`src/hdl/baro_sensor_compensation_assert.svh`:
```
// ----------------------------------------------------------------------------
// baro sensor compensation assertion macros
// shared property templates, clocked on clk and disabled in reset
// ----------------------------------------------------------------------------
`ifndef BARO_SENSOR_COMPENSATION_ASSERT_SVH
`define BARO_SENSOR_COMPENSATION_ASSERT_SVH

// same-cycle implication
`define BSC_ASSERT_IMP(lbl, ante, cons, msg) \
  lbl: assert property (@(posedge clk) disable iff (!rst_n) (ante) |-> (cons)) \
    else $error(msg);

// next-cycle implication
`define BSC_ASSERT_NXT(lbl, ante, cons, msg) \
  lbl: assert property (@(posedge clk) disable iff (!rst_n) (ante) |=> (cons)) \
    else $error(msg);

`endif

```
`src/hdl/bsc_pkg.sv`:
```
// ----------------------------------------------------------------------------
// bsc_pkg
// types, codes and helpers shared by the baro compensation block
// ----------------------------------------------------------------------------
package bsc_pkg;

  localparam int unsigned CfgW = 48;

  // configuration register indexes
  localparam logic [1:0] CFG_TEMP       = 2'd0;
  localparam logic [1:0] CFG_PRESS_LOW  = 2'd1;
  localparam logic [1:0] CFG_PRESS_MID  = 2'd2;
  localparam logic [1:0] CFG_PRESS_HIGH = 2'd3;

  localparam logic [19:0] RAW_SKIP = 20'h80000;

  typedef enum logic [4:0] {
    S_IDLE, S_T1, S_T2, S_T3,
    S_P1, S_P2, S_P3, S_P4, S_P5, S_P6, S_P7,
    S_DIV, S_P8, S_P9, S_P10, S_FIN, S_DONE
  } bsc_state_t;

  typedef struct packed {
    logic               start;
    logic signed [63:0] a;
    logic signed [63:0] b;
  } mul_req_t;

  typedef struct packed {
    logic               busy;
    logic               done;
    logic signed [63:0] res;
  } mul_rsp_t;

  typedef struct packed {
    logic               start;
    logic signed [63:0] n;
    logic signed [63:0] d;
  } div_req_t;

  typedef struct packed {
    logic               busy;
    logic               done;
    logic signed [63:0] q;
  } div_rsp_t;

  function automatic logic signed [63:0] sx16(input logic [15:0] v);
    return $signed({{48{v[15]}}, v});
  endfunction

endpackage

```
`src/hdl/bsc_mul.sv`:
```
// ----------------------------------------------------------------------------
// bsc_mul
// 64x64 wrapping multiplier built from one 32x32 multiplier, one partial product at a time
// ----------------------------------------------------------------------------
module bsc_mul (
  input  logic              clk,
  input  logic              rst_n,
  input  bsc_pkg::mul_req_t req,
  output bsc_pkg::mul_rsp_t rsp
);
  import bsc_pkg::*;

  logic        busy_r, done_r;
  logic [1:0]  cnt_r;
  logic [63:0] a_r, b_r, acc_r, prod_r;
  logic [31:0] op_a, op_b;

  // only the low 32 bits of the cross products reach the result
  always_comb begin
    case (cnt_r)
      2'd0:    begin op_a = a_r[31:0];  op_b = b_r[31:0];  end
      2'd1:    begin op_a = a_r[31:0];  op_b = b_r[63:32]; end
      default: begin op_a = a_r[63:32]; op_b = b_r[31:0];  end
    endcase
  end

  always_ff @(posedge clk) begin
    if (!rst_n) begin
      busy_r <= 1'b0;
      done_r <= 1'b0;
      cnt_r  <= 2'd0;
    end else begin
      done_r <= 1'b0;
      if (req.start) begin
        busy_r <= 1'b1;
        cnt_r  <= 2'd0;
      end else if (busy_r) begin
        cnt_r <= cnt_r + 2'd1;
        if (cnt_r == 2'd3) begin
          busy_r <= 1'b0;
          done_r <= 1'b1;
        end
      end
    end
  end

  always_ff @(posedge clk) begin
    if (req.start) begin
      a_r <= req.a;
      b_r <= req.b;
    end else if (busy_r) begin
      if (cnt_r != 2'd3) prod_r <= op_a * op_b;
      if (cnt_r == 2'd1) acc_r <= prod_r;
      else if (cnt_r != 2'd0) acc_r <= acc_r + {prod_r[31:0], 32'd0};
    end
  end

  assign rsp.busy = busy_r;
  assign rsp.done = done_r;
  assign rsp.res  = $signed(acc_r);

endmodule

```
`config.mk`:
```
export PLATFORM = sky130hd
export DESIGN_NAME = bsc_mul
export DESIGN_NICKNAME = d
export VERILOG_FILES = /design/src/hdl/baro_sensor_compensation_assert.svh /design/src/hdl/bsc_pkg.sv /design/src/hdl/bsc_mul.sv
export SDC_FILE = /design/constraint.sdc
export NUM_CORES = 2
export LEC_CHECK = 0
export ABC_AREA = 1
export BUFFER_PORTS_ARGS = -buffer_cell sky130_fd_sc_hd__buf_2
export CORE_MARGIN = 10
export CORE_UTILIZATION = 28
export CTS_CLUSTER_DIAMETER = 120
export DETAILED_ROUTE_END_ITERATION = 16
export RECOVER_POWER = 50
export SLEW_MARGIN = 20
export SYNTH_ARGS = -nofsm -noshare
export SYNTH_HDL_FRONTEND = slang
export SYNTH_SLANG_ARGS = --single-unit
```
`constraint.sdc`:
```
create_clock -name clk -period 19.85 [get_ports clk]
set_input_delay 3.97 -clock clk [delete_from_list [all_inputs] [get_ports clk]]
set_output_delay 3.97 -clock clk [all_outputs]
set_load 0.03 [all_outputs]
```
==> run_results.csv <==
group,metric,value,unit
status,status,"complete, but fails checks",
status,failed_checks,"max-capacitance violations, max-slew violations",
floorplan,die-area,181200,um2
final_layout,drive_gt1_frac,0.07362,
logic_synthesis,synthCells,5494,
logic_synthesis,yosys-top-cells-count,"inv_1, nand2_1, fa_1, nor2_1, ha_1",
critical_path,cp_top_family,"adder cells",
logic_synthesis,yosys.area.top_type,"fa_1",
clock_tree,cts_resized,0,
clock_tree,cts_buffers,35,
floorplan,core,163100,um2
critical_path,cp.required,20.28,ns
min_path,hold_path_depth,2,
drt,avgViaCountPerCell,4.614,
placed_design,gp_congestion,0.9952,
logic_synthesis,synthMostInstantiatedCell,"inv_1",
floorplan,num_io_pins,197,
sta,finalCriticalPeriod,12.99,ns
placed_design,hpwl,130000,um
grt,grt_pass1_wl,239900,um
critical_path,crit_cells,32,
sta,relSlewSlack,-1.442,
final_layout,layout.nets,6941,
logic_synthesis,yosys_warnings,0,
floorplan,rows,148,
min_path,worstHoldPathType,"flop to flop",
sta,hold_viol,0,
drt,antenna_left,0,
critical_path,critical_path_buf_inv_count,13,
clock_tree,clockBufferDepth,3,
sta,setup_viol,0,
floorplan,die_w,425.7,um
clock_tree,cts_root_buf,"clkbuf_16",
critical_path,cp-start-kind,"flop",
sta,max_freq,76.97,MHz
grt,grt_pass1_vias,38159,
clock_tree,cts_sinks,260,
drt,dr.pass1.iters,5,
logic_synthesis,netlist_top_cells_area,"fa_1, edfxtp_1, inv_1",
logic_synthesis,yosysSeqAreaShare,0.1686,
logic_synthesis,syn_area_per_cell,8.388,um2
grt,grt_antenna_before_repair,3,
critical_path,slowest_stage,"ha_1",
clock_tree,path_clk_slew,0.07,ns
grt,grt-ovfl-total,0,
final_layout,syn_to_final_growth,9.486,%
logic_synthesis,ys_types,36,
sta,tns,0,ns
grt,grt_usage,0.1760,
sta,period_share,0.6545,
drt,drc,0,
critical_path,critPathKind,"flop to flop",
drt,totalWireLength,160500,um
logic_synthesis,synth_top_area_frac,0.3897,
critical_path,endpoint_kind,"flop",
sta,worst_pin_slew,3.663,ns
drt,drt_iter0_markers,2714,
logic_synthesis,ys_async_sr_fraction,0,
sta,fin_skew,0.06292,ns
logic_synthesis,netlist_area,46080,um2
clock_tree,clk_latency,0.64,ns
clock_tree,holdBufCountCts,0,
logic_synthesis,synthFlopType,"edfxtp_1",
floorplan,die_y,425.7,um
placed_design,port_buffers,196,
logic_synthesis,synthesis.nets,6820,
drt,vias,36053,
critical_path,rr_worst_depth,32,
critical_path,slowest_delay,1.79,ns
final_layout,nFillCells,17317,
logic_synthesis,synth_edf_count,256,
logic_synthesis,ys_seq_elements,260,
sta,slew_violations,222,
critical_path,cp_data_arrival_time,13.42,ns
sta,rsz0062_at_grt,"no",
grt,grt_max_degree,67,
clock_tree,htreeDepth,2,
critical_path,cp_common_cell,"inv_1",
clock_tree,post-cts-setup-buffers,0,
job,maxCapViolations,5,
clock_tree,cts_tree,"built",
drt,wire_per_inst,20.54,um
critical_path,worst-path-max-fanout,63,
floorplan,start_util,0.2825,
placed cells by master, fill, tap and decap left out, types with 35 or more instances in the layout:
cell / instances
fa_1: 897
a21oi_1: 74
nor2_1: 707
nand2_1: 1344
edfxtp_1: 256
nand3_1: 89
buf_4: 64
inv_1: 1370
ha_1: 298
o21ai_2: 35
buf_2: 193
clkbuf_16: 35
worst min-delay path, stage by stage (launching register included):
cell      delay [ns]
edfxtp_1        0.32
nand2_1         0.05
nand2_1         0.05
flip-flops by register name, indices dropped and copies added (netlist names):
name	cells
a_r	64
acc_r	64
b_r	64
busy_r	1
cnt_r	2
done_r	1
prod_r	64
through the flow:
stage                 util  std cells  cell area, um2  hold slack (ns)  setup slack (ns)
global placement    0.3024       7752           49330           0.5055             9.285
detailed placement  0.3026       7753           49360           0.5071             9.617
floorplan                -       5494           46080           0.4727             12.57
CTS                 0.3095       7812           50490           0.5027             9.659
finish              0.3093       7813           50450           0.5049             6.858
global route        0.3093       7812           50450           0.5323             5.904
routing by layer:
layer	global-route usage	wire (um)
met5	0	17
met3	0.03761	13760
met2	0.2801	72340
met1	0.2282	65790
met4	0.08104	8562
logic make-up after synthesis:
logic type,count (synthesis),synth area share
AO/OA/AOI/OAI,172,0.02444
XOR/XNOR,44,0.008363
adder cells (fa/ha/maj),1195,0.4706
buffers and inverters,1587,0.1387
flip-flops,260,0.1686
AND/OR/NAND/NOR,2236,0.1894
final cells by class:
class                      instances  area (um2)  share of cell area
antenna                            1       2.502          0.00004960
clock inverter                    24       254.0            0.005034
clock buffer                      35       875.8             0.01736
multi-input combinational       3647       32060              0.6354
timing repair buffer             266        1491             0.02956
tap                             2175        2721             0.05394
inverter                        1405        5284              0.1047
sequential                       260        7767              0.1539
final timing paths:
check,start,to,slack (ns)
setup / recovery,cnt_r[1]$_SDFFE_PP0P_,prod_r[33]$_DFFE_PP_,6.86
hold / removal,prod_r[52]$_DFFE_PP_,acc_r[52]$_DFFE_PP_,0.50
setup reg to reg,cnt_r[1]$_SDFFE_PP0P_,prod_r[33]$_DFFE_PP_,6.86
hold reg to reg,prod_r[52]$_DFFE_PP_,acc_r[52]$_DFFE_PP_,0.50
Power is left out: the tool's default activity adds up to more than one toggle a clock period on the data nets, which glitch-free logic cannot reach.
