### config.mk
export PLATFORM = sky130hd
export DESIGN_NAME = bsc_div
export DESIGN_NICKNAME = d
export VERILOG_FILES = /design/src/hdl/baro_sensor_compensation_assert.svh /design/src/hdl/bsc_pkg.sv /design/src/hdl/bsc_div.sv
export SDC_FILE = /design/constraint.sdc
export NUM_CORES = 1
export LEC_CHECK = 0
export BUFFER_PORTS_ARGS = -buffer_cell sky130_fd_sc_hd__buf_2
export CAP_MARGIN = 30
export CORE_MARGIN = 4
export CORE_UTILIZATION = 35
export DETAILED_ROUTE_END_ITERATION = 7
export PLACE_DENSITY = 0.64
export SYNTH_ARGS = -nofsm -noshare
export SYNTH_HDL_FRONTEND = slang
export SYNTH_SLANG_ARGS = --single-unit
### constraint.sdc
create_clock -name clk -period 3.51 [get_ports clk]
set_input_delay 0.351 -clock clk [delete_from_list [all_inputs] [get_ports clk]]
set_output_delay 0.351 -clock clk [all_outputs]
set_load 0.01 [all_outputs]
### src/hdl/baro_sensor_compensation_assert.svh
// ----------------------------------------------------------------------------
// baro sensor compensation assertion macros
// shared property templates, clocked on clk and disabled in reset
// ----------------------------------------------------------------------------
`ifndef BARO_SENSOR_COMPENSATION_ASSERT_SVH
`define BARO_SENSOR_COMPENSATION_ASSERT_SVH

// same-cycle implication
`define BSC_ASSERT_IMP(lbl, ante, cons, msg) \
  lbl: assert property (@(posedge clk) disable iff (!rst_n) (ante) |-> (cons)) \
    else $error(msg);

// next-cycle implication
`define BSC_ASSERT_NXT(lbl, ante, cons, msg) \
  lbl: assert property (@(posedge clk) disable iff (!rst_n) (ante) |=> (cons)) \
    else $error(msg);

`endif

### src/hdl/bsc_pkg.sv
// ----------------------------------------------------------------------------
// bsc_pkg
// types, codes and helpers shared by the baro compensation block
// ----------------------------------------------------------------------------
package bsc_pkg;

  localparam int unsigned CfgW = 48;

  // configuration register indexes
  localparam logic [1:0] CFG_TEMP       = 2'd0;
  localparam logic [1:0] CFG_PRESS_LOW  = 2'd1;
  localparam logic [1:0] CFG_PRESS_MID  = 2'd2;
  localparam logic [1:0] CFG_PRESS_HIGH = 2'd3;

  localparam logic [19:0] RAW_SKIP = 20'h80000;

  typedef enum logic [4:0] {
    S_IDLE, S_T1, S_T2, S_T3,
    S_P1, S_P2, S_P3, S_P4, S_P5, S_P6, S_P7,
    S_DIV, S_P8, S_P9, S_P10, S_FIN, S_DONE
  } bsc_state_t;

  typedef struct packed {
    logic               start;
    logic signed [63:0] a;
    logic signed [63:0] b;
  } mul_req_t;

  typedef struct packed {
    logic               busy;
    logic               done;
    logic signed [63:0] res;
  } mul_rsp_t;

  typedef struct packed {
    logic               start;
    logic signed [63:0] n;
    logic signed [63:0] d;
  } div_req_t;

  typedef struct packed {
    logic               busy;
    logic               done;
    logic signed [63:0] q;
  } div_rsp_t;

  function automatic logic signed [63:0] sx16(input logic [15:0] v);
    return $signed({{48{v[15]}}, v});
  endfunction

endpackage

### src/hdl/bsc_div.sv
// ----------------------------------------------------------------------------
// bsc_div
// signed 64-bit divider, truncating, one restoring step per cycle
// ----------------------------------------------------------------------------
module bsc_div (
  input  logic              clk,
  input  logic              rst_n,
  input  bsc_pkg::div_req_t req,
  output bsc_pkg::div_rsp_t rsp
);
  import bsc_pkg::*;

  logic        busy_r, done_r, neg_r;
  logic [5:0]  cnt_r;
  logic [63:0] rem_r, quo_r, den_r;
  logic [64:0] trial;
  logic [63:0] un, ud;

  assign un    = req.n[63] ? 64'(-req.n) : req.n;
  assign ud    = req.d[63] ? 64'(-req.d) : req.d;
  assign trial = {rem_r, quo_r[63]} - {1'b0, den_r};

  always_ff @(posedge clk) begin
    if (!rst_n) begin
      busy_r <= 1'b0;
      done_r <= 1'b0;
      cnt_r  <= 6'd0;
    end else begin
      done_r <= 1'b0;
      if (req.start) begin
        busy_r <= 1'b1;
        cnt_r  <= 6'd0;
      end else if (busy_r) begin
        cnt_r <= cnt_r + 6'd1;
        if (cnt_r == 6'd63) begin
          busy_r <= 1'b0;
          done_r <= 1'b1;
        end
      end
    end
  end

  always_ff @(posedge clk) begin
    if (req.start) begin
      rem_r <= 64'd0;
      quo_r <= un;
      den_r <= ud;
      neg_r <= req.n[63] ^ req.d[63];
    end else if (busy_r) begin
      rem_r <= trial[64] ? {rem_r[62:0], quo_r[63]} : trial[63:0];
      quo_r <= {quo_r[62:0], ~trial[64]};
    end
  end

  assign rsp.busy = busy_r;
  assign rsp.done = done_r;
  assign rsp.q    = neg_r ? $signed(64'(-quo_r)) : $signed(quo_r);

endmodule

==> results.rst, run 1 <==
.. list-table::
   :header-rows: 1

   * - Metric
     - Value
   * - Run status
     - finished, violations left
   * - Violations in the final reports
     - setup timing
   * - Clock latency of the later-clocked register in the worst-skew pair
     - 0.55 ns
   * - Most frequent standard cell in the layout excluding fill and tap cells
     - sky130_fd_sc_hd__nand2_1
   * - CTS max path bufs
     - 3
   * - Level count of the clock H-tree
     - 1
   * - Standard cell with the maximum stage delay on the critical path
     - sky130_fd_sc_hd__or4_4
   * - Largest net degree at the start of global routing
     - 111
   * - Initial Util
     - 35.6%
   * - Required time of the critical path
     - 3.16 ns
   * - Final estimated routing congestion in global placement
     - 0.915
   * - Total wire length after detailed routing
     - 49900 um
   * - Total of warnings raised by yosys
     - 0
   * - FF-to-FF Start
     - quo_r[63]
   * - Slew of the pin with the lowest slew margin
     - 0.885 ns
   * - Standby leakage power
     - 7.97 nW
   * - Commonest cells after routing, fill and taps aside
     - sky130_fd_sc_hd__nand2_1, sky130_fd_sc_hd__buf_2, sky130_fd_sc_hd__nor2_1
   * - Number of failing setup endpoints in the final timing report
     - 37
   * - Crit path largest cell delay
     - 0.44 ns
   * - Antenna violations before repair
     - 0
   * - Vias post-DR
     - 15500
   * - Reg2Reg Depth
     - 17
   * - Cell chosen for the clock root
     - sky130_fd_sc_hd__clkbuf_16
   * - Floorplan die width
     - 220 um
   * - Worst Setup EP
     - rsp[61]
   * - Post-placement worst setup slack
     - -0.441 ns
   * - Total of max-cap violations
     - 0
   * - Primary flip-flop cell chosen by synthesis mapping
     - sky130_fd_sc_hd__edfxtp_1
   * - Reg2Reg Setup Slack
     - 0.05 ns
   * - Wire length of the first global-routing pass
     - 76500 um
   * - Worst hold slack across all endpoints
     - 0.0766 ns
   * - Unrepaired setup endpoints after global routing
     - yes
   * - Worst clock skew on the final layout
     - 0.0269 ns
   * - Routed wirelength normalized by instance count
     - 17.6 um
   * - IO Port Bufs
     - 196
   * - Final setup slack of the worst path
     - -0.663 ns
   * - Core box area
     - 44400 um^2
   * - Kind of capture point of the worst setup path
     - output pin
   * - Max Clk Rate
     - 240 MHz
   * - FFs w/ async S/R, synth
     - 0%
   * - Critical Path, Cell by Cell
     - or3_4, or3_4, or4_4, or3_4, or2_4, nand2b_4, or2_4, o41ai_4, xnor2_1, buf_2
   * - Path category of the worst min-delay check
     - input pin to flop
   * - Maximum net fanout on the critical path
     - 4
   * - Worst R2R End
     - rem_r[35]
   * - Detailed Place HPWL
     - 37500 um
   * - Number of routed nets with antenna violations
     - 0
   * - TritonCTS clock tree
     - built
   * - CP arrival
     - 3.82 ns
   * - Row Count
     - 77
   * - Hold Vio Cnt, Final
     - 0
   * - Clock input transition at the sequential cells of the worst setup and hold paths
     - 0.05 ns
   * - Worst-case headroom to the max-slew limit
     - 41.0%
   * - Max IR drop VDD
     - 0.000408 V
   * - Max-slew violation count
     - 0
   * - CP Class
     - flop to output pin
   * - Synthesized netlist cell count
     - 1934
   * - Number of nets in the layout
     - 2414
   * - Final instance count without filler cells
     - 2826
   * - Number of remaining DRC errors
     - 0
   * - Worst setup startpoint
     - quo_r[17]
   * - Synthesis-to-finish area growth
     - 27.6%
   * - Number of CTS-inserted buffers
     - 26
   * - Total nets after synthesis
     - 2134
   * - Most repeated library cell on the critical path
     - sky130_fd_sc_hd__or3_4
   * - Number of flip-flops and latches in the synthesized netlist
     - 201
   * - Final worst path period share
     - 119%
   * - Count of pins on the block boundary
     - 197
   * - Share of final-layout standard cells stronger than drive strength 1
     - 24.3%
   * - Post-Route Setup TNS
     - -14.80 ns
   * - Clock sink count
     - 201
   * - Count of distinct cell types in the synthesized netlist
     - 74
   * - Power per Cell Area
     - 431 nW/um^2
   * - Detailed-router iteration count before antenna repair
     - 6
   * - Sequential fraction of the synthesis area
     - 33.6%
   * - Antenna diode instance count
     - 0
   * - Hold_buf cts
     - 0
   * - Syn avg cell area
     - 8.17 um^2
   * - Placed cell count
     - 2753
   * - Design Power
     - 0.00869 W
   * - Fill cell total of the finished layout
     - 4315
   * - Die extent in y
     - 220 um
   * - Startpoint types
     - flop
   * - Vias per cell
     - 5.47
   * - Overall routing resource usage
     - 19.2%
   * - Die outline area
     - 48600 um^2
   * - Final critical-path required period
     - 4.17 ns
   * - Sum of overflow across all layers after global routing
     - 0
   * - Number of enable flip-flop cells after synthesis
     - 129
   * - Iteration-0 DRC Markers
     - 1322
   * - Cell area after synthesis
     - 15800 um^2
   * - Vias in the first global route
     - 14500
## kinds of logic (layout without fill, tap and decap cells)
kind of cell             after synthesis  in the layout  share of synthesized area (%)
multiplexers                          10             10                          0.673
buffers and inverters                205            504                           4.95
adder cells (fa/ha/maj)               69             69                           5.51
XOR/XNOR                             233            233                           12.9
flip-flops                           201            201                           33.6
AO/OA/AOI/OAI                        558            559                           22.5
AND/OR/NAND/NOR                      658            658                           19.8
## cells in the mapped netlist, drive strengths merged, types with 14 or more instances
cell type  count  share of area (%)
nor2         182                4.3
xnor2        153                8.5
o41ai         27                1.5
a311oi        40                2.2
inv           95                2.3
o21bai        19               0.90
nand2        230                5.5
a21oi        191                6.1
a21o          29                1.4
or3           35                1.5
or4           30                1.5
nand4         34                1.3
or2           14               0.57
edfxtp       129                 25
nor3          28               0.89
nand3         34                1.1
o31ai         52                2.6
clkbuf       101                2.4
dfxtp         72                9.1
nand2b        19               0.75
ha            68                5.4
o21ai        127                4.0
xor2          80                4.4
## registers in the layout, indices dropped and copies added (netlist names)
signal,cells
busy_r,1
cnt_r,6
den_r,64
done_r,1
neg_r,1
quo_r,64
rem_r,64
## worst max-delay path: cells and delay by family, from the launching register on
family          cells  cell delay [ns]
simple gates        7             2.25
compound gates      1             0.31
buf+inv             1             0.17
flops               1             0.38
xor+xnor            1             0.18
## layout make-up
type	count	area (um^2)	share of cell area (%)
clock buffer	42	803	3.99
clock inverter	6	33.8	0.168
inverter	95	357	1.77
multi-input combinational	1529	10400	51.5
sequential	201	5320	26.4
tap	592	741	3.67
timing repair buffer	361	2520	12.5
## layer usage
metal,GRT usage [%],up-vias,wire length [um]
li1,-,7575,-
met3,2.50,83,3450
met2,32.8,570,23600
met5,0,-,0
met1,25.7,7235,21500
met4,5.00,0,1270
## power breakdown
group,internal (W),switching (W)
registers,0.00281,0.000214
clock network,0.00156,0.00103
logic,0.00132,0.00176
## timing repair
item,in CTS,in global routing
buffers inserted,6,13
gates cloned,0,7
pin swaps,18,64
resized for setup,63,96
endpoints found under the setup margin,102,100
## how the worst min path moves through the flow
stage	start	to	slack [ns]	cells after the start
2_1_floorplan	req[0]	den_r[0]	0.45	0
3_3_place_gp	cnt_r[5]	cnt_r[5]	0.47	2
3_5_place_dp	rem_r[31]	rem_r[31]	0.49	2
4_1_cts	rst_n	busy_r	0.05	2
5_1_grt	rst_n	busy_r	0.07	2
6_report	rst_n	busy_r	0.08	2
## through the flow
stage	instance area, um^2	util (%)
3_5_place_dp	18300	41.2
4_1_cts	19500	43.8
2_1_floorplan	15800	-
5_1_grt	20200	45.4
6_report	20200	45.4
3_3_place_gp	18300	41.2
(Power assumes the default switching activity.)
==> inputs of run 2 (changes only) <==
GPL_TIMING_DRIVEN = 0   (was not set)
==> results.rst, run 2 (synthesis gave the netlist of run 1 again) <==
.. list-table::
   :header-rows: 1

   * - Metric
     - Value
   * - CP arrival
     - 3.88 ns
   * - Most frequent standard cell in the layout excluding fill and tap cells
     - sky130_fd_sc_hd__nand2_1
   * - Number of failing setup endpoints in the final timing report
     - 47
   * - Final estimated routing congestion in global placement
     - 0.981
   * - Row Count
     - 77
   * - Antenna violations before repair
     - 4
   * - TritonCTS clock tree
     - built
   * - Synthesis-to-finish area growth
     - 28.8%
   * - Die extent in y
     - 220 um
   * - Wire length of the first global-routing pass
     - 86300 um
   * - Cell chosen for the clock root
     - sky130_fd_sc_hd__clkbuf_16
   * - Worst hold slack across all endpoints
     - 0.0300 ns
   * - IO Port Bufs
     - 194
   * - Number of nets in the layout
     - 2394
   * - Reg2Reg Depth
     - 17
   * - Total wire length after detailed routing
     - 58300 um
   * - Commonest cells after routing, fill and taps aside
     - sky130_fd_sc_hd__nand2_1, sky130_fd_sc_hd__buf_2, sky130_fd_sc_hd__nor2_1
   * - Post-Route Setup TNS
     - -17.28 ns
   * - Clock sink count
     - 201
   * - CTS max path bufs
     - 3
   * - Path category of the worst min-delay check
     - input pin to flop
   * - Max-slew violation count
     - 0
   * - Registers with the most flip-flops
     - den_r (64), quo_r (64), rem_r (64)
   * - Required time of the critical path
     - 3.16 ns
   * - Maximum net fanout on the critical path
     - 6
   * - Area after detailed placement
     - 17600 um^2
   * - Number of remaining DRC errors
     - 0
   * - Vias per cell
     - 5.74
   * - Number of routed nets with antenna violations
     - 0
   * - Level count of the clock H-tree
     - 1
   * - Final worst path period share
     - 121%
   * - Launch point of the worst hold path
     - rst_n
   * - Worst Setup EP
     - rsp[60]
   * - Worst-case headroom to the max-slew limit
     - 26.2%
   * - CP Class
     - flop to output pin
   * - Count of pins on the block boundary
     - 197
   * - Worst setup startpoint
     - quo_r[4]
   * - Violations in the final reports
     - setup timing
   * - Final critical-path required period
     - 4.23 ns
   * - Worst clock skew on the final layout
     - 0.0263 ns
   * - Startpoint types
     - flop
   * - Vias post-DR
     - 16100
   * - Iteration-0 DRC Markers
     - 1517
   * - Clock latency of the later-clocked register in the worst-skew pair
     - 0.57 ns
   * - Post-placement worst setup slack
     - -1.23 ns
   * - Run status
     - finished, violations left
   * - Routed wirelength normalized by instance count
     - 20.7 um
   * - Detailed-router iteration count before antenna repair
     - 5
   * - Total of max-cap violations
     - 0
   * - Share of final-layout standard cells stronger than drive strength 1
     - 23.7%
   * - Overall routing resource usage
     - 22.5%
   * - Max Clk Rate
     - 236 MHz
   * - Clock input transition at the sequential cells of the worst setup and hold paths
     - 0.06 ns
   * - Die outline area
     - 48600 um^2
   * - Vias in the first global route
     - 15400
   * - FF-to-FF Start
     - quo_r[63]
   * - Largest net degree at the start of global routing
     - 67
   * - Core box area
     - 44400 um^2
   * - Hold Vio Cnt, Final
     - 0
   * - Number of CTS-inserted buffers
     - 26
   * - Sum of overflow across all layers after global routing
     - 0
   * - Max IR drop VDD
     - 0.000324 V
   * - Worst R2R End
     - rem_r[39]
   * - Final setup slack of the worst path
     - -0.724 ns
   * - Floorplan die width
     - 220 um
   * - Post-route design area
     - 20300 um^2
   * - Standby leakage power
     - 7.84 nW
   * - Slew of the pin with the lowest slew margin
     - 1.11 ns
   * - Kind of capture point of the worst setup path
     - output pin
   * - Reg2Reg Setup Slack
     - -0.03 ns
   * - Initial Util
     - 35.6%
   * - Power per Cell Area
     - 446 nW/um^2
   * - Detailed Place HPWL
     - 43600 um
   * - Unrepaired setup endpoints after global routing
     - yes
[run 2: how the worst min path moves through the flow]
stage	to	slack (ns)	cells after the start
after floorplan	den_r[0]	0.45	0
after global placement	cnt_r[5]	0.47	2
after detailed placement	rem_r[13]	0.48	2
after CTS	busy_r	0.01	2
after global routing	busy_r	0.04	2
final	busy_r	0.03	2
[run 2: final cells by class]
| class | count | area (um^2) |
|---|---|---|
| tap | 592 | 741 |
| clock buffer | 38 | 822 |
| multi-input combinational | 1528 | 11000 |
| timing repair buffer | 245 | 1480 |
| clock inverter | 10 | 82.6 |
| sequential | 201 | 5320 |
| buffer | 97 | 542 |
| antenna | 5 | 12.5 |
| inverter | 95 | 357 |
| fill | 4317 | 24100 |
[run 2: where the power goes]
part | switching, W | internal [W] | leakage, nW
clock network | 0.00114 | 0.00164 | 0.447
logic | 0.00195 | 0.00130 | 5.54
registers | 0.000247 | 0.00281 | 1.86
[run 2: repair_timing]
action                                  CTS  global route
hold endpoints to repair                  1             0
hold buffers                              1             0
endpoints found under the setup margin  117           117
pin swaps                                45           100
gates resized for setup                 163           169
cloned                                    0             4
setup buffers                            26            17
[run 2: per-layer routing]
layer,track usage (%),up-vias,part of all wire (%),wire length (um)
li1,-,7534,-,-
met1,29.0,7796,42,24400
met2,38.4,685,47,27300
met3,3.39,131,7.5,4380
met4,7.79,0,3.7,2170
met5,0,-,0,0
[run 2: critical path, stage by stage (launching register included)]
cell	delay (ns)
sky130_fd_sc_hd__edfxtp_1	0.44
sky130_fd_sc_hd__nor3_2	0.46
sky130_fd_sc_hd__nand3_1	0.22
sky130_fd_sc_hd__or3_4	0.42
sky130_fd_sc_hd__or4_4	0.45
sky130_fd_sc_hd__or3_4	0.39
sky130_fd_sc_hd__nand2b_4	0.17
sky130_fd_sc_hd__or3_4	0.36
sky130_fd_sc_hd__o21ai_2	0.13
sky130_fd_sc_hd__xnor2_1	0.13
sky130_fd_sc_hd__buf_2	0.15
[run 2: per-stage QoR]
step           power, W  utilization (%)  instances
6_report        0.00908             45.8       2811
5_1_grt         0.00952             45.8       2810
4_1_cts         0.00879             43.6       2791
3_5_place_dp    0.00578             39.6       2722
3_3_place_gp    0.00574             39.5       2720
2_1_floorplan   0.00480                -       1934
==> inputs of run 3 (changes only) <==
HOLD_SLACK_MARGIN = 0.15   (was not set)
==> results.rst, run 3 (synthesis gave the netlist of run 1 again) <==
.. list-table::
   :header-rows: 1

   * - Metric
     - Value
   * - Vias in the first global route
     - 15700
   * - Antenna violations before repair
     - 3
   * - Worst-case headroom to the max-slew limit
     - 27.2%
   * - Detailed-router iteration count before antenna repair
     - 5
   * - TritonCTS clock tree
     - built
   * - Number of failing setup endpoints in the final timing report
     - 44
   * - Kind of capture point of the worst setup path
     - output pin
   * - Iteration-0 DRC Markers
     - 1473
   * - Switching power
     - 0.00333 W
   * - Post-placement worst setup slack
     - -1.23 ns
   * - Level count of the clock H-tree
     - 1
   * - Worst clock skew on the final layout
     - 0.0254 ns
   * - Clock latency of the later-clocked register in the worst-skew pair
     - 0.57 ns
   * - Total wire length after detailed routing
     - 58700 um
   * - Final critical-path required period
     - 4.23 ns
   * - Number of routed nets with antenna violations
     - 0
   * - Clock sink count
     - 201
   * - Fill cell total of the finished layout
     - 4271
   * - IO Port Bufs
     - 194
   * - Floorplan die width
     - 220 um
   * - Routed wirelength normalized by instance count
     - 20.5 um
   * - Design Power
     - 0.00912 W
   * - Sequential cell area
     - 5320 um^2
   * - Proportion of total power due to net switching
     - 36.5%
   * - Worst setup startpoint
     - quo_r[17]
   * - Violations in the final reports
     - setup timing
   * - Required time of the critical path
     - 3.16 ns
   * - Vias post-DR
     - 16300
   * - Worst R2R End
     - rem_r[39]
   * - Count of pins on the block boundary
     - 197
   * - Final estimated routing congestion in global placement
     - 0.981
   * - Synthesis-to-finish area growth
     - 32.4%
   * - Reg2Reg Setup Slack
     - -0.03 ns
   * - CTS max path bufs
     - 3
   * - Internal cell power
     - 0.00579 W
   * - Sum of overflow across all layers after global routing
     - 0
   * - Post-Route Setup TNS
     - -17.04 ns
   * - Power per Cell Area
     - 436 nW/um^2
   * - Total of max-cap violations
     - 0
   * - Core box area
     - 44400 um^2
   * - Area of combinational cells with multiple inputs
     - 11000 um^2
   * - CP arrival
     - 3.88 ns
   * - Overall routing resource usage
     - 22.8%
   * - Number of CTS-inserted buffers
     - 26
   * - Final setup slack of the worst path
     - -0.720 ns
   * - Detailed Place HPWL
     - 43600 um
   * - Post-route design area
     - 20900 um^2
   * - Number of remaining DRC errors
     - 0
   * - Worst Setup EP
     - rsp[60]
   * - Power share of the sequential group
     - 33.5%
   * - Hold Vio Cnt, Final
     - 0
   * - Clock network fraction of total power
     - 30.4%
   * - Number of nets in the layout
     - 2451
   * - FF-to-FF Start
     - quo_r[63]
   * - Final worst path period share
     - 121%
   * - Largest net degree at the start of global routing
     - 67
   * - Max-slew violation count
     - 0
   * - Most frequent standard cell in the layout excluding fill and tap cells
     - sky130_fd_sc_hd__nand2_1
   * - Wire length of the first global-routing pass
     - 87600 um
   * - Die outline area
     - 48600 um^2
   * - Path category of the worst min-delay check
     - input pin to flop
   * - Unrepaired setup endpoints after global routing
     - yes
   * - Slew of the pin with the lowest slew margin
     - 1.09 ns
   * - Cell chosen for the clock root
     - sky130_fd_sc_hd__clkbuf_16
   * - Row Count
     - 77
   * - Standby leakage power
     - 8.08 nW
   * - Registers with the most flip-flops
     - den_r (64), quo_r (64), rem_r (64)
   * - Maximum net fanout on the critical path
     - 4
   * - Die extent in y
     - 220 um
   * - CP Class
     - flop to output pin
   * - Max Clk Rate
     - 236 MHz
   * - Area after detailed placement
     - 17600 um^2
   * - Power share of the combinational group
     - 36.1%
   * - Startpoint types
     - flop
   * - Clock input transition at the sequential cells of the worst setup and hold paths
     - 0.06 ns
   * - Reg2Reg Depth
     - 17
   * - Run status
     - finished, violations left
   * - Share of final-layout standard cells stronger than drive strength 1
     - 23.1%
   * - Initial Util
     - 35.6%
   * - Vias per cell
     - 5.70
   * - Commonest cells after routing, fill and taps aside
     - sky130_fd_sc_hd__nand2_1, sky130_fd_sc_hd__buf_2, sky130_fd_sc_hd__nor2_1
   * - Max IR drop VDD
     - 0.000325 V
[run 3: changes by cell type in the layout (fill, tap and decap cells not counted), sizes merged]
cell,before,now
clkbuf,120,119
dlygate4sd3,1,57
buf,259,261
diode,5,3
[run 3: cell type report]
class	instances	share of cell area (%)
well taps	592	3.54
clock buffers	38	3.93
repair buffers	302	9.79
diodes	3	0.0359
inverters	95	1.71
plain buffers	97	2.60
clock inverters	10	0.395
flip-flops and latches	201	25.4
multi-input cells	1528	52.6
[run 3: worst min-delay path by stage]
stage               slack [ns]   endpoint  startpoint  depth (start not counted)
global placement          0.47   cnt_r[5]    cnt_r[5]                          2
finish                    0.17  den_r[57]     req[57]                          2
detailed placement        0.48  rem_r[13]   rem_r[13]                          2
CTS                       0.15  den_r[47]     req[47]                          2
floorplan                 0.45   den_r[0]      req[0]                          0
global route              0.17  den_r[57]     req[57]                          2
[run 3: worst max-delay path: stages (launching register included)]
cell and delay [ns]:
sky130_fd_sc_hd__edfxtp_1 0.38, sky130_fd_sc_hd__or3_4 0.40, sky130_fd_sc_hd__or3_4 0.36, sky130_fd_sc_hd__or3_4 0.41, sky130_fd_sc_hd__or4_4 0.46, sky130_fd_sc_hd__or3_4 0.39
sky130_fd_sc_hd__nand2b_4 0.17, sky130_fd_sc_hd__or3_4 0.35, sky130_fd_sc_hd__o21ai_2 0.13, sky130_fd_sc_hd__xnor2_1 0.13, sky130_fd_sc_hd__buf_2 0.15
[run 3: routing by layer]
layer	part of all wire (%)	global-route usage, %	up-vias
met5	0	0	-
met4	4.1	8.50	0
met3	7.4	3.42	148
met2	47	38.9	721
met1	42	29.1	7825
li1	-	-	7638
[run 3: timing repair]
item                                    CTS  global route
endpoints found under the setup margin  117           118
endpoints found under the hold margin    58             0
buffers inserted                         26            18
resized for setup                       163           170
hold buffers                             57             0
pin swaps                                45           101
gates cloned                              0             4
[run 3: stage by stage]
step	util (%)	hold slack, ns	cells
floorplan	-	0.450	1934
global placement	39.5	0.471	2720
detailed placement	39.6	0.483	2722
CTS	44.9	0.155	2847
global route	47.1	0.169	2866
finish	47.1	0.175	2866
[run 3: power by group through the flow]
stage / sequential (W) / combinational (W) / clock (W)
after floorplan: 0.00299 / 0.00182 / 0
after global placement: 0.00305 / 0.00269 / 0
after detailed placement: 0.00306 / 0.00272 / 0
after CTS: 0.00302 / 0.00299 / 0.00283
after global routing: 0.00308 / 0.00356 / 0.00294
final: 0.00305 / 0.00330 / 0.00277
